File: config.mk
export PLATFORM = sky130hd
export DESIGN_NAME = brb_ctrl
export DESIGN_NICKNAME = d
export VERILOG_FILES = /design/src/rtl/byte_ring_buffer_unit_defines.svh /design/src/rtl/brb_pkg.sv /design/src/rtl/brb_ctrl.sv
export SDC_FILE = /design/constraint.sdc
export NUM_CORES = 1
export LEC_CHECK = 0
export ABC_AREA = 1
export BUFFER_PORTS_ARGS = -buffer_cell sky130_fd_sc_hd__buf_4
export CELL_PAD_IN_SITES_DETAIL_PLACEMENT = 0
export CELL_PAD_IN_SITES_GLOBAL_PLACEMENT = 1
export CORE_MARGIN = 5
export CORE_UTILIZATION = 19
export DETAILED_ROUTE_END_ITERATION = 10
export PLACE_DENSITY = 0.8
export SETUP_SLACK_MARGIN = 0.5
export SLEW_MARGIN = 10
export SYNTH_ARGS = -nofsm -noshare
export SYNTH_HDL_FRONTEND = slang
export SYNTH_SLANG_ARGS = --single-unit
File: constraint.sdc
create_clock -name clk -period 1.1 [get_ports clk]
set_input_delay 0.11 -clock clk [delete_from_list [all_inputs] [get_ports clk]]
set_output_delay 0.11 -clock clk [all_outputs]
set_load 0.01 [all_outputs]
File: src/rtl/byte_ring_buffer_unit_defines.svh
// Assertion helpers used by the ring buffer datapath.
// Each expects signals named clk and arst_n in the module that uses it.
`ifndef BYTE_RING_BUFFER_UNIT_DEFINES_SVH
`define BYTE_RING_BUFFER_UNIT_DEFINES_SVH

// Same-cycle implication, checked at every rising edge out of reset.
`define BRB_ASSERT_NOW(label, ante, cons) \
	label: assert property (@(posedge clk) disable iff (!arst_n) (ante) |-> (cons)) \
		else $error("byte ring buffer check failed");

// Next-cycle implication, checked at every rising edge out of reset.
`define BRB_ASSERT_NEXT(label, ante, cons) \
	label: assert property (@(posedge clk) disable iff (!arst_n) (ante) |=> (cons)) \
		else $error("byte ring buffer check failed");

`endif

File: src/rtl/brb_pkg.sv
package brb_pkg;

	localparam int OP_W     = 3;
	localparam int LEN_W    = 7;
	localparam int DATA_W   = 8;
	localparam int CNT_W    = 11;
	localparam int STATUS_W = 2;

	typedef enum logic [OP_W-1:0] {
		OP_ENQ_START = 3'd0,
		OP_DATA      = 3'd1,
		OP_DEQUEUE   = 3'd2,
		OP_PEEK      = 3'd3,
		OP_ADV_WRITE = 3'd4,
		OP_ADV_READ  = 3'd5,
		OP_CLEAR     = 3'd6,
		OP_INVALID   = 3'd7
	} op_t;

	typedef enum logic [STATUS_W-1:0] {
		ST_OK         = 2'd0,
		ST_REJECT     = 2'd1,
		ST_UNEXPECTED = 2'd2
	} status_t;

	typedef enum logic [1:0] {
		MV_ZERO = 2'd0,
		MV_ONE  = 2'd1,
		MV_LEN  = 2'd2
	} moved_sel_t;

	typedef enum logic {
		S_IDLE   = 1'b0,
		S_STREAM = 1'b1
	} state_t;

	// Commands from the controller to the datapath.
	typedef struct packed {
		logic       single;
		status_t    status;
		moved_sel_t moved_sel;
		logic       set_pend;
		logic       clr_pend;
		logic       write;
		logic       adv_wr;
		logic       adv_rd;
		logic       clear;
		logic       stream_start;
		logic       issue;
	} brb_cmd_t;

	// Status from the datapath to the controller.
	typedef struct packed {
		logic ok_free;
		logic ok_used;
		logic len_zero;
		logic pend_zero;
		logic full;
		logic rem_last;
		logic rd_busy;
		logic out_free;
	} brb_stat_t;

endpackage

File: src/rtl/brb_ctrl.sv
module brb_ctrl import brb_pkg::*; (
	input  logic              clk,
	input  logic              arst_n,
	input  logic              in_valid,
	output logic              in_ready,
	input  logic [OP_W-1:0]   in_op,
	input  brb_stat_t         stat,
	output brb_cmd_t          cmd
);

	state_t state_q;
	state_t state_d;
	op_t    op;
	logic   accept;

	assign op = op_t'(in_op);

	always_ff @(posedge clk or negedge arst_n) begin
		if (!arst_n) begin
			state_q <= S_IDLE;
		end else begin
			state_q <= state_d;
		end
	end

	always_comb begin
		state_d  = state_q;
		cmd      = '0;
		cmd.status    = ST_OK;
		cmd.moved_sel = MV_ZERO;
		in_ready = 1'b0;
		accept   = 1'b0;
		case (state_q)
			S_IDLE: begin
				// Take a new item only when the read pipe is empty and the
				// output register can be loaded this cycle.
				in_ready = stat.out_free && !stat.rd_busy;
				accept   = in_valid && in_ready;
				if (accept) begin
					cmd.single = 1'b1;
					case (op)
						OP_ENQ_START: begin
							if (stat.ok_free) begin
								cmd.set_pend  = 1'b1;
								cmd.moved_sel = MV_LEN;
							end else begin
								cmd.status = ST_REJECT;
							end
						end
						OP_DATA: begin
							if (stat.pend_zero) begin
								cmd.status = ST_UNEXPECTED;
							end else if (stat.full) begin
								cmd.clr_pend = 1'b1;
								cmd.status   = ST_REJECT;
							end else begin
								cmd.write     = 1'b1;
								cmd.moved_sel = MV_ONE;
							end
						end
						OP_DEQUEUE, OP_PEEK: begin
							if (!stat.ok_used) begin
								cmd.status = ST_REJECT;
							end else if (!stat.len_zero) begin
								cmd.single       = 1'b0;
								cmd.stream_start = 1'b1;
								cmd.adv_rd       = (op == OP_DEQUEUE);
								state_d          = S_STREAM;
							end
						end
						OP_ADV_WRITE: begin
							if (stat.ok_free) begin
								cmd.adv_wr    = 1'b1;
								cmd.moved_sel = MV_LEN;
							end else begin
								cmd.status = ST_REJECT;
							end
						end
						OP_ADV_READ: begin
							if (stat.ok_used) begin
								cmd.adv_rd    = 1'b1;
								cmd.moved_sel = MV_LEN;
							end else begin
								cmd.status = ST_REJECT;
							end
						end
						OP_CLEAR: begin
							cmd.clear = 1'b1;
						end
						default: begin
							cmd.status = ST_REJECT;
						end
					endcase
				end
			end
			S_STREAM: begin
				// One read per cycle unless the read stage is full and stalled.
				cmd.issue = !stat.rd_busy || stat.out_free;
				if (cmd.issue && stat.rem_last) begin
					state_d = S_IDLE;
				end
			end
			default: begin
				state_d = S_IDLE;
			end
		endcase
	end

endmodule

Yosys cells after proc, flatten, opt, wreduce, memory -nomap -nowiden
Index checks and enable logic that the tools add are counted.
- register bits after elaboration: 1
- output and inout bits: 14
- logic and storage cells: 53
- eq/ne operators: 6
- mux-type cells: 36
- bitwise gates (word level): 1
- reduce and logical (&&, ||, !) cells: 9
- operator list (operator ; count):
    2-to-1 mux 1 bit ; 24
    2-to-1 mux 12 bit ; 2
    one-hot mux 2 bit (4 select lines) ; 2
    2-to-1 mux 2 bit ; 5
    == test 3 bit, second input constant ; 3
    == test 3 x 2 -> 1 bit, second input constant ; 2
    one-hot mux 1 bit (2 select lines) ; 2
    OR reduction 2 bit ; 2
    == test 3 x 1 -> 1 bit, second input constant ; 1
    logical AND 1 bit ; 3
    logical NOT 3 bit ; 1
    2-to-1 mux 3 bit ; 1
    OR reduction 3 bit ; 1
    logical NOT 1 bit ; 1
    logical OR 1 bit ; 1
    inverter 1 bit ; 1

Logic depth before layout (Yosys ltp)
- depth in word-level cells: 6
- depth in mapped cells: 7
- depth with buffers taken out: 7

Worst setup path after synthesis
OpenSTA, ideal clock, no wires.
- kind: reg2out
- from: register state_q
- to: output port cmd[2] (netlist bit)
- arrival time: 0.961 ns
- path slack: 0.029 ns
- stages on the path, launching flop included: 5
- path buffers: 1
- cells stage by stage: dfrtp_1 -> inv_1 -> nand4_1 -> buf_2 -> nor3_1
- RTL lines (what ; RTL line ; source):
    start: declaration ; brb_ctrl.sv:11 ; state_t state_q;
    start signal: assignment ; brb_ctrl.sv:22 ; state_q <= state_d;
    end: declaration ; brb_ctrl.sv:8 ; output brb_cmd_t cmd

==> results_tabular.tex <==
\begin{tabular}{lr}
\hline
Metric & Value \\
\hline
\multicolumn{2}{l}{\textbf{Placement}} \\
Detailed-placement wirelength estimate & 881 um \\
Setup WS pre-CTS & -0.0430 ns \\
Input/output buffers & 27 \\
RD Place Congestion & 0.752 \\
\multicolumn{2}{l}{\textbf{Layout}} \\
Most frequent cells in the layout & buf\_4, inv\_1, nand2\_1 \\
Biggest register & state\_q \\
Ratio of cells with drive above 1 in the final layout & 59.6\% \\
\# nets final & 105 \\
Most common cell after layout, fill and taps aside & buf\_4 \\
Largest registers in the final layout & state\_q x1 \\
Flip-flop count of the largest register, all copies and words added & 1 \\
Ant. Diodes & 0 \\
Signed area change from the synthesized netlist to the final layout & 119\% \\
Fraction of the core area covered by cells at the end of the flow & 43.1\% \\
\multicolumn{2}{l}{\textbf{Global routing}} \\
Largest net degree at the start of global routing & 12 \\
Overall track demand over capacity in global routing & 8.78\% \\
Wire length of the first global-routing pass & 1.86 mm \\
Overflow left after global routing & 0 \\
Number of global-route vias before repair & 452 \\
Number of antenna violations at the first check in global routing & 0 \\
\multicolumn{2}{l}{\textbf{Critical path}} \\
Critical Path Slowest Stage Cell & dfrtp\_1 \\
Crit-path leading delay family & buffers and inverters \\
Category of the critical setup timing path & flip-flop to output port \\
Startpoint class of the critical path & flip-flop \\
Required time of the critical path & 0.99 ns \\
Data arrival time of the critical path & 1.00 ns \\
Most repeated library cell on the critical path & buf\_6 \\
Longest individual stage delay on the worst path & 0.37 ns \\
Highest fanout seen on the critical path & 11 \\
Cells traversed along the worst timing path & inv\_2 > nand4\_1 > buf\_6 > nor3\_4 > buf\_6 \\
Buf+Inv Stages, Crit Path & 3 \\
Crit path capture type & output port \\
\multicolumn{2}{l}{\textbf{Run status}} \\
Result of the run & complete, but fails checks \\
Failing checks & negative setup slack \\
\multicolumn{2}{l}{\textbf{Logic synthesis}} \\
Yosys top cell area share & 17.9\% \\
Number of different library cells in the post-synthesis netlist & 16 \\
Leading area contributor after synthesis & nor2\_1 \\
Gate Count Post-Synth & 59 \\
Synth area leaders & nor2\_1, inv\_1, nand2\_1 \\
Mapped Nets & 73 \\
Sequential-to-total area share from yosys stat & 8.55\% \\
Cell area after synthesis & 293 um\^{}2 \\
Number of synthesis warnings & 0 \\
Mean Syn Cell Area & 4.96 um\^{}2 \\
Flop and latch count out of synthesis & 1 \\
\multicolumn{2}{l}{\textbf{Detailed routing}} \\
Antenna Nets Post-Route & 0 \\
Pre-Repair DR Iteration Count & 4 \\
Met2 wire length & 507 um \\
Drt total wl & 1.06 mm \\
Via count normalized by instance count & 4.42 \\
Total via count after detailed routing & 464 \\
Highest metal layer with signal wires & met3 \\
Initial detailed-routing violation count & 5 \\
Routed length on met3 & 110 um \\
Post-detailed-route wirelength per cell & 10.1 um \\
\# DRC & 0 \\
Length of routed wiring on met1 & 438 um \\
\multicolumn{2}{l}{\textbf{Power}} \\
Worst vdd ir & 142 uV \\
Power density over the cells & 295 nW/um\^{}2 \\
Static leakage & 0.327 nW \\
\multicolumn{2}{l}{\textbf{Floorplan}} \\
I/O Pins & 28 \\
Core outline area & 1490 um\^{}2 \\
Die Area & 2430 um\^{}2 \\
Number of core rows & 14 \\
Die span in x & 49.3 um \\
Die Height & 49.3 um \\
Initial cell density of the core & 19.7\% \\
\multicolumn{2}{l}{\textbf{Timing}} \\
RSZ-0062 raised after global routing & true \\
Slew margin rel. & 85.6\% \\
Count of final setup violators & 1 \\
Maximum operating frequency & 900 MHz \\
Max Transition Viols Final & 0 \\
Final-report hold violation count & 0 \\
Period Utilization, post-route & 101\% \\
Worst hold slack across all endpoints & 0.425 ns \\
Slack of the critical path & -0.0106 ns \\
Post-Route Skew & 0 ns \\
Clock period minus worst slack & 1.11 ns \\
Worst-margin pin slew & 0.215 ns \\
\multicolumn{2}{l}{\textbf{Worst hold path}} \\
Class of the tightest hold or removal check & input pin to flip-flop \\
\multicolumn{2}{l}{\textbf{CTS}} \\
Clock transition at the registers of the reported paths & 0 ns \\
Insertion delay of the later-clocked pin in the worst-skew pair & 0 ns \\
\multicolumn{2}{l}{\textbf{Job}} \\
Maxcap violations & 0 \\
\hline
\end{tabular}
==> repair_timing <==
action | in CTS | in global routing
endpoints found under the hold margin | 1 | 0
setup endpoints to repair | 15 | 15
hold buffers | 1 | 0
setup buffers | 0 | 1
pin swaps | 0 | 1
gates resized for setup | 2 | 7
==> through the flow <==
| stage | total power, mW | std cells | cell area (um^2) | setup TNS, ns |
|---|---|---|---|---|
| after floorplan | 0.117 | 59 | 367 | 0 |
| after detailed placement | 0.180 | 103 | 589 | -0.0664 |
| after global placement | 0.180 | 103 | 589 | -0.0284 |
| final | 0.189 | 105 | 642 | -0.0106 |
| after CTS | 0.186 | 104 | 608 | 0 |
| after global routing | 0.205 | 105 | 642 | -0.582 |
==> power by group <==
group          switching, mW  leakage [nW]  internal (mW)  total [mW]
Clock                      0             0              0           0
Sequential          0.000448        0.0139         0.0381      0.0386
Combinational         0.0798         0.313         0.0707       0.151
==> Yosys cell counts, drive strengths merged <==
cell and count:
nor2 16, nand4 2, nor3 4, buf 2, nand2 11, a21oi 1, inv 13, nand3 5
o21ai 4, dfrtp 1
==> worst paths after layout <==
| path | cells after the start | slack (ns) | to | start |
|---|---|---|---|---|
| setup reg to reg | 4 | 0.12 | state_q$_DFF_PN0_ | state_q$_DFF_PN0_ |
| hold reg to reg | 2 | 0.49 | state_q$_DFF_PN0_ | state_q$_DFF_PN0_ |
| min in group asynchronous | 2 | 0.44 | state_q$_DFF_PN0_ | arst_n |
| max in group asynchronous | 2 | 0.58 | state_q$_DFF_PN0_ | arst_n |
| setup / recovery | 5 | -0.01 | cmd[4] | state_q$_DFF_PN0_ |
| hold / removal | 4 | 0.43 | state_q$_DFF_PN0_ | stat[2] |
==> routing by layer <==
| metal | track usage, % | vias up |
|---|---|---|
| li1 | - | 240 |
| met1 | 11.7 | 202 |
| met2 | 15.0 | 22 |
| met3 | 2.14 | 0 |
| met4 | 0 | 0 |
| met5 | 0 | - |
==> cell families after synthesis <==
family,after synthesis,synth area share [%]
compound gates,5,9.83
buf+inv,15,22.2
flops,1,8.55
simple gates,38,59.4
==> worst register-to-register path: stages (launching register included) <==
cell     delay, ns
dfrtp_1       0.37
inv_2         0.08
nand4_1       0.11
buf_6         0.19
o21ai_0       0.15
==> layout make-up <==
class                   count  area (um^2)
fillers                   167          847
multi-input cells          43          283
repair buffers             32          265
inverters                  13         48.8
flip-flops and latches      1         25.0
well taps                  16         20.0
No activity file was read; power rests on OpenSTA's default activity.
